### src/hw/rtl/ila_pkg.sv
// ila_pkg: shared types and constants of the interval lane assigner
// holds the result record, field widths and default parameter values
// no dependencies
package ila_pkg;

	localparam int MAX_LANES_DEF = 16;
	localparam int TIME_BITS_DEF = 48;

	localparam int DAY_W  = 16;
	localparam int TAG_W  = 16;
	localparam int CNUM_W = 16;
	localparam int LIDX_W = 4;
	localparam int LTOT_W = 5;

	typedef enum logic {
		KIND_ITEM  = 1'b0,
		KIND_CLOSE = 1'b1
	} kind_t;

	typedef struct packed {
		kind_t              kind;
		logic [TAG_W-1:0]   tag;
		logic [CNUM_W-1:0]  cnum;
		logic [LIDX_W-1:0]  lane;
		logic [LTOT_W-1:0]  total;
		logic               laid;
		logic               ovf;
		logic               run_end;
	} res_t;

	typedef enum logic [2:0] {
		ST_IDLE = 3'b001,
		ST_CALC = 3'b010,
		ST_EMIT = 3'b100
	} state_t;

endpackage

### src/hw/rtl/ila_lane_cell.sv
// ila_lane_cell: one lane of the lane chain, holds the lane's end time
// passes the first-free-lane search on to the next cell
// depends on ila_pkg
module ila_lane_cell import ila_pkg::*; #(
	parameter int TIME_BITS = TIME_BITS_DEF,
	parameter int LANE_W    = 4,
	parameter int CNT_W     = 5,
	parameter int IDX       = 0
) (
	input  logic                 clk,
	input  logic [TIME_BITS-1:0] start,
	input  logic [CNT_W-1:0]     used_cnt,
	input  logic                 found_in,
	input  logic [LANE_W-1:0]    lane_in,
	output logic                 found_out,
	output logic [LANE_W-1:0]    lane_out,
	input  logic                 wr_en,
	input  logic [LANE_W-1:0]    wr_lane,
	input  logic [TIME_BITS-1:0] wr_end
);

	logic [TIME_BITS-1:0] end_q;
	logic                 hit;

	assign hit       = (CNT_W'(IDX) < used_cnt) && (end_q <= start);
	assign found_out = found_in || hit;
	assign lane_out  = found_in ? lane_in : (hit ? LANE_W'(IDX) : lane_in);

	always_ff @(posedge clk) begin
		if (wr_en && (wr_lane == LANE_W'(IDX))) begin
			end_q <= wr_end;
		end
	end

endmodule

### src/hw/rtl/interval_lane_assigner.sv
// interval_lane_assigner: greedy interval partitioning of timed items into lanes
// top level, cluster state, result buffer and the chain of ila_lane_cell
// depends on ila_pkg, ila_lane_cell
//
//  channel | handshake           | payload
//  --------+---------------------+-------------------------------------------------
//  in      | in_valid / in_ready | day_number start_time end_time all_day
//          |                     | item_tag final_item
//  out     | out_valid/out_ready | result_kind tag_out cluster_number lane_index
//          |                     | lane_total laid_out lane_overflow run_end
//
// one item at a time: a transfer in, the CALC state for lane search and state update,
// then the EMIT state, which offers the results (one to three) in turn and leaves
// once out has taken the last; the search is one pass down the lane cell chain.
// arst_n clears control and cluster flags and counts; times and day need no clear.
// a stalled out holds the current result and keeps in_ready low.
module interval_lane_assigner import ila_pkg::*; #(
	parameter int MAX_LANES = MAX_LANES_DEF,
	parameter int TIME_BITS = TIME_BITS_DEF
) (
	input  logic                 clk,
	input  logic                 arst_n,
	input  logic                 in_valid,
	output logic                 in_ready,
	input  logic [DAY_W-1:0]     day_number,
	input  logic [TIME_BITS-1:0] start_time,
	input  logic [TIME_BITS-1:0] end_time,
	input  logic                 all_day,
	input  logic [TAG_W-1:0]     item_tag,
	input  logic                 final_item,
	output logic                 out_valid,
	input  logic                 out_ready,
	output logic                 result_kind,
	output logic [TAG_W-1:0]     tag_out,
	output logic [CNUM_W-1:0]    cluster_number,
	output logic [LIDX_W-1:0]    lane_index,
	output logic [LTOT_W-1:0]    lane_total,
	output logic                 laid_out,
	output logic                 lane_overflow,
	output logic                 run_end
);

	localparam int LANE_W = $clog2(MAX_LANES);
	localparam int CNT_W  = $clog2(MAX_LANES + 1);

	state_t state_q;

	// captured item
	logic [DAY_W-1:0]     day_q;
	logic [TIME_BITS-1:0] start_q;
	logic [TIME_BITS-1:0] end_q;
	logic                 all_day_q;
	logic [TAG_W-1:0]     tag_q;
	logic                 final_q;

	// cluster state
	logic                 open_q;
	logic [DAY_W-1:0]     cur_day_q;
	logic [TIME_BITS-1:0] latest_q;
	logic [CNT_W-1:0]     lanes_q;
	logic [CNUM_W-1:0]    ctr_q;
	logic                 ovf_q;

	// result buffer
	res_t                 res_q [3];
	logic [1:0]           res_cnt_q;

	// lane chain
	logic                 found_c [MAX_LANES+1];
	logic [LANE_W-1:0]    lane_c  [MAX_LANES+1];

	logic                 close_prev;
	logic                 close_fin;
	logic                 opening;
	logic                 open1;
	logic                 open2;
	logic [CNUM_W-1:0]    cnt1;
	logic [CNT_W-1:0]     eff_lanes;
	logic [CNT_W-1:0]     lanes2;
	logic                 ovf1;
	logic                 ovf2;
	logic [LANE_W-1:0]    lane_sel;
	logic [TIME_BITS-1:0] latest_n;
	logic                 cell_wr;
	res_t                 r_close_a;
	res_t                 r_item;
	res_t                 r_close_b;

	assign in_ready  = (state_q == ST_IDLE);
	assign out_valid = (state_q == ST_EMIT);

	assign found_c[0] = 1'b0;
	assign lane_c[0]  = '0;
	assign cell_wr    = (state_q == ST_CALC) && !all_day_q;

	for (genvar i = 0; i < MAX_LANES; i++) begin : g_cell
		ila_lane_cell #(
			.TIME_BITS(TIME_BITS),
			.LANE_W   (LANE_W),
			.CNT_W    (CNT_W),
			.IDX      (i)
		) u_cell (
			.clk      (clk),
			.start    (start_q),
			.used_cnt (eff_lanes),
			.found_in (found_c[i]),
			.lane_in  (lane_c[i]),
			.found_out(found_c[i+1]),
			.lane_out (lane_c[i+1]),
			.wr_en    (cell_wr),
			.wr_lane  (lane_sel),
			.wr_end   (end_q)
		);
	end

	always_comb begin
		close_prev = !all_day_q && open_q
			&& ((day_q != cur_day_q) || (start_q >= latest_q));
		cnt1      = close_prev ? ctr_q + 1'b1 : ctr_q;
		open1     = close_prev ? 1'b0 : open_q;
		opening   = !all_day_q && !open1;
		eff_lanes = opening ? '0 : lanes_q;
		ovf1      = opening ? 1'b0 : ovf_q;
		if (opening || (end_q > latest_q)) begin
			latest_n = end_q;
		end else begin
			latest_n = latest_q;
		end

		lane_sel = lane_c[MAX_LANES];
		lanes2   = eff_lanes;
		ovf2     = ovf1;
		if (all_day_q) begin
			lanes2 = lanes_q;
			ovf2   = ovf_q;
		end else if (!found_c[MAX_LANES]) begin
			if (eff_lanes < CNT_W'(MAX_LANES)) begin
				lane_sel = eff_lanes[LANE_W-1:0];
				lanes2   = eff_lanes + 1'b1;
			end else begin
				lane_sel = LANE_W'(MAX_LANES - 1);
				ovf2     = 1'b1;
			end
		end
		open2     = all_day_q ? open_q : 1'b1;
		close_fin = final_q && open2;

		r_close_a.kind    = KIND_CLOSE;
		r_close_a.tag     = '0;
		r_close_a.cnum    = ctr_q;
		r_close_a.lane    = '0;
		r_close_a.total   = LTOT_W'(lanes_q);
		r_close_a.laid    = 1'b1;
		r_close_a.ovf     = ovf_q;
		r_close_a.run_end = 1'b0;

		r_item.kind    = KIND_ITEM;
		r_item.tag     = tag_q;
		r_item.cnum    = all_day_q ? '0 : cnt1;
		r_item.lane    = all_day_q ? '0 : LIDX_W'(lane_sel);
		r_item.total   = '0;
		r_item.laid    = !all_day_q;
		r_item.ovf     = all_day_q ? 1'b0 : ovf2;
		r_item.run_end = !close_fin;

		r_close_b.kind    = KIND_CLOSE;
		r_close_b.tag     = '0;
		r_close_b.cnum    = cnt1;
		r_close_b.lane    = '0;
		r_close_b.total   = LTOT_W'(lanes2);
		r_close_b.laid    = 1'b1;
		r_close_b.ovf     = ovf2;
		r_close_b.run_end = 1'b1;
	end

	always_ff @(posedge clk) begin
		if (in_valid && in_ready) begin
			day_q     <= day_number;
			start_q   <= start_time;
			end_q     <= end_time;
			all_day_q <= all_day;
			tag_q     <= item_tag;
			final_q   <= final_item;
		end
		if (state_q == ST_CALC) begin
			if (close_prev) begin
				res_q[0] <= r_close_a;
				res_q[1] <= r_item;
				res_q[2] <= r_close_b;
			end else begin
				res_q[0] <= r_item;
				res_q[1] <= r_close_b;
				res_q[2] <= r_close_b;
			end
			if (opening) begin
				cur_day_q <= day_q;
			end
			if (!all_day_q) begin
				latest_q <= latest_n;
			end
		end else if (out_valid && out_ready) begin
			res_q[0] <= res_q[1];
			res_q[1] <= res_q[2];
		end
	end

	always_ff @(posedge clk or negedge arst_n) begin
		if (!arst_n) begin
			state_q   <= ST_IDLE;
			res_cnt_q <= '0;
			open_q    <= 1'b0;
			lanes_q   <= '0;
			ctr_q     <= '0;
			ovf_q     <= 1'b0;
		end else begin
			case (state_q)
				ST_IDLE: begin
					if (in_valid) begin
						state_q <= ST_CALC;
					end
				end
				ST_CALC: begin
					res_cnt_q <= 2'd1 + {1'b0, close_prev} + {1'b0, close_fin};
					open_q    <= open2 && !close_fin;
					lanes_q   <= lanes2;
					ovf_q     <= ovf2;
					ctr_q     <= close_fin ? cnt1 + 1'b1 : cnt1;
					state_q   <= ST_EMIT;
				end
				ST_EMIT: begin
					if (out_ready) begin
						res_cnt_q <= res_cnt_q - 1'b1;
						if (res_cnt_q == 2'd1) begin
							state_q <= ST_IDLE;
						end
					end
				end
				default: begin
					state_q <= ST_IDLE;
				end
			endcase
		end
	end

	assign result_kind    = res_q[0].kind;
	assign tag_out        = res_q[0].tag;
	assign cluster_number = res_q[0].cnum;
	assign lane_index     = res_q[0].lane;
	assign lane_total     = res_q[0].total;
	assign laid_out       = res_q[0].laid;
	assign lane_overflow  = res_q[0].ovf;
	assign run_end        = res_q[0].run_end;

endmodule
### config.mk
export PLATFORM = sky130hd
export DESIGN_NAME = interval_lane_assigner
export DESIGN_NICKNAME = d
export VERILOG_FILES = /design/src/hw/rtl/ila_pkg.sv /design/src/hw/rtl/ila_lane_cell.sv /design/src/hw/rtl/interval_lane_assigner.sv
export SDC_FILE = /design/constraint.sdc
export NUM_CORES = 2
export LEC_CHECK = 0
export ABC_AREA = 1
export BUFFER_PORTS_ARGS = -buffer_cell sky130_fd_sc_hd__buf_4
export CAP_MARGIN = 10
export CORE_AREA = 2 2 354 356
export DETAILED_ROUTE_END_ITERATION = 16
export DIE_AREA = 0 0 356 358
export GPL_TIMING_DRIVEN = 0
export PLACE_DENSITY = 0.72
export SYNTH_ARGS = -nofsm -noshare
export SYNTH_HDL_FRONTEND = slang
export SYNTH_HIERARCHICAL = 1
export SYNTH_SLANG_ARGS = --single-unit
### constraint.sdc
create_clock -name clk -period 18.6 [get_ports clk]
set_input_delay 3.72 -clock clk [delete_from_list [all_inputs] [get_ports clk]]
set_output_delay 3.72 -clock clk [all_outputs]
set_load 0.01 [all_outputs]
==> run_results.csv <==
group,metric,value,unit
finish,nets,7302,
clock_tree,numCtsBuffers,115,
timing,rsz0062_at_grt,"false",
place,routabilityCongestion,0.9459,
critical_path,crit_path_frequent_cell,"nand2_1",
drt,via_per_inst,5.281,
grt,grt_pass1_vias,42842,
grt,grt_antenna_before_repair,4,
worst_hold_path,whs_path_depth,0,
timing,fin_hold_ws,0.4566,ns
timing,fin_crit,9.838,ns
critical_path,reg2reg_slack,8.76,ns
yosys,synth.top_cell.area_share,52.64,%
clock_tree,cts_root_buffer,"clkbuf_16",
timing,slew_violations,0,
critical_path,crit_slowest_cell,"edfxtp_1",
clock_tree,cts_tree,"done",
yosys,synth.avg_cell_area,10.40,um2
floorplanning,dieArea,127400,um2
critical_path,critical_path.endpoint_type,"register",
critical_path,crit_fanout,17,
finish,final_common_cell,"nand2_1",
timing,tns,0,ns
grt,grt_max_degree,49,
drt,wire_per_inst,18.88,um
floorplanning,start_util,49.68,%
clock_tree,htree_levels,3,
critical_path,critical_path_required,19.04,ns
critical_path,cpPeakStageDelay,1.01,ns
yosys,synth_flop_cell,"edfxtp_1",
grt,grt_pass1_wl,231700,um
place,dp_cells,7817,
timing,max_freq,101.6,MHz
clock_tree,clk_pin_slew,0.06,ns
yosys,yosysWarnings,6,
critical_path,critPathArrivalTime,10.28,ns
floorplanning,die_y,358,um
timing,slew_headroom,20.51,%
power_and_ir_drop,p_leak,32.24,nW
drt,drc,0,
floorplanning,io_pins,181,
clock_tree,postCtsSetupRepairBufs,0,
clock_tree,insertion_delay,0.75,ns
floorplanning,placementRows,129,
critical_path,cp-start-kind,"register",
floorplanning,die-width,356,um
drt,dr_total_vias,42470,
critical_path,r2r-start,"start_q[45]",
drt,drt-initial-drc-count,3157,
timing,finClkSkew,0.03427,ns
finish,design_area,69500,um2
finish,final_cell_mix,"nand2_1 (1270), inv_1 (1206), edfxtp_1 (1074), ha_1 (870), a21oi_1 (350)",
yosys,synthCells,5889,
yosys,synthArstFlopShare,2.541,%
outcome,status,"finished, final reports clean",
yosys,ys_types,68,
yosys,synth_seq_area_share,53.79,%
timing,finalHoldViolCount,0,
clock_tree,cts_resized,0,
yosys,yosysTopAreaCell,"edfxtp_1",
critical_path,worstSetupPathType,"reg2reg",
yosys,syn_area,61270,um2
grt,globalRouteOverflowTotal,0,
floorplanning,core_area,123300,um2
yosys,yosys-top-cells-area,"edfxtp_1 (53%), ha_1 (18%), nand2_1 (7.8%)",
timing,worstMarginPinSlew,1.188,ns
place,dp_hpwl,108100,um
finish,drive_gt1_share,12.23,%
place,placed_area,65810,um2
yosys,synth_edf_count,1074,
yosys,synth_seq_cells,1102,
power_and_ir_drop,power_density,109.8,nW/um2
critical_path,r2r-end,"g_cell[3].u_cell/end_q[21]",
finish,final_cells,8042,
place,io_buffers,180,
drt,dr.pass1.iters,8,
worst_hold_path,hold_path_end,"cur_day_q[15]",
grt,grt_use_total,23.78,%
drt,drt_wl_total,151900,um
critical_path,rr_worst_depth,57,
power_and_ir_drop,irDropWorstVdd,96.81,uV
run,max_cap_viol_count,0,
worst_hold_path,hp-class,"reg2reg",
drt,antenna_left,0,
clock_tree,hold_buffers,0,
timing,fin_crit_sh,52.89,%
power_and_ir_drop,finalPower,7.632,mW
clock_tree,cts_sinks,1102,
finish,area_delta_synth_final,13.44,%
worst_hold_path,hold_start,"day_q[15]",
clock_tree,cts_max_path_buffers,3,
timing,setup_viol,0,
report_power, final:
part / internal [mW] / total (mW) / switching [mW] / leakage (nW)
clock network: 1.28 / 2.26 / 0.980 / 1.79
logic: 0.712 / 1.93 / 1.22 / 20.3
registers: 3.07 / 3.44 / 0.370 / 10.1
total: 5.07 / 7.63 / 2.57 / 32.2
kinds of logic (layout without fill, tap and decap cells):
kind of cell    count (synthesis)  after routing  share of synthesized area [%]
simple gates                 1980           1980                          14.41
fa+ha+maj                     870            870                          17.77
other cells                     1              9                       0.006121
flops                        1102           1102                          53.79
buf+inv                      1316           1824                          8.371
xor+xnor                       20             20                         0.2859
compound gates                600            600                          5.375
worst max-delay path, delay by kind of cell, from the launching register on:
kind / cells / cell delay, ns
AND/OR/NAND/NOR: 30 / 4.72
flip-flops: 1 / 1.01
buffers and inverters: 23 / 2.64
adder cells (fa/ha/maj): 1 / 0.39
AO/OA/AOI/OAI: 3 / 0.72
synth_stat cells, drive strengths merged (27+ instances only):
cell,n
ha,870
nand3,144
nand4,50
inv,1243
a21oi,351
o21ai,154
a21o,36
nor2,363
nor3,39
buf,50
nand2,1344
edfxtp,1074
dfrtp,27
worst max-delay path by stage:
| stage | from | to | slack (ns) | cells after the start |
|---|---|---|---|---|
| floorplan | in_valid | all_day_q | 1.69 | 2 |
| CTS | start_q[45] | g_cell[3].u_cell/end_q[21] | 8.90 | 57 |
| finish | start_q[45] | g_cell[3].u_cell/end_q[21] | 8.76 | 57 |
| global route | start_q[45] | g_cell[3].u_cell/end_q[19] | 8.22 | 57 |
| global placement | in_valid | start_q[24] | -7.03 | 3 |
| detailed placement | start_q[45] | g_cell[3].u_cell/end_q[17] | 8.93 | 57 |
registers in the layout, indices dropped and copies added, names as in the netlist, 3 cells and up:
signal and flops:
latest_q 48, end_q 48, state_q 3, cur_day_q 16, ctr_q 16, day_q 16
g_cell.u_cell/end_q 768, tag_q 16, lanes_q 5, res_q 112, start_q 48
per-layer routing:
layer / part of all wire [%] / vias up / track usage, %
met5: 0 / - / 0
met4: 4.3 / 0 / 10.44
met3: 6.1 / 301 / 3.120
met2: 48 / 1316 / 40.32
met1: 42 / 20569 / 30.59
li1: - / 20284 / -
per-stage QoR:
step	util, %	setup slack, ns
floorplan	-	1.689
global placement	52.45	-7.035
detailed placement	53.36	8.932
CTS	56.35	8.898
global route	56.36	8.218
finish	56.36	8.762
area by class of cell:
type	instances	area, um2
sequential	1102	32950
timing repair buffer	288	2366
inverter	1255	4716
buffer	61	412.9
clock inverter	86	685.7
tap	1637	2048
fill	10194	53810
multi-input combinational	3475	23320
clock buffer	134	2992
antenna	4	10.01
No activity file was read; power rests on OpenSTA's default activity.
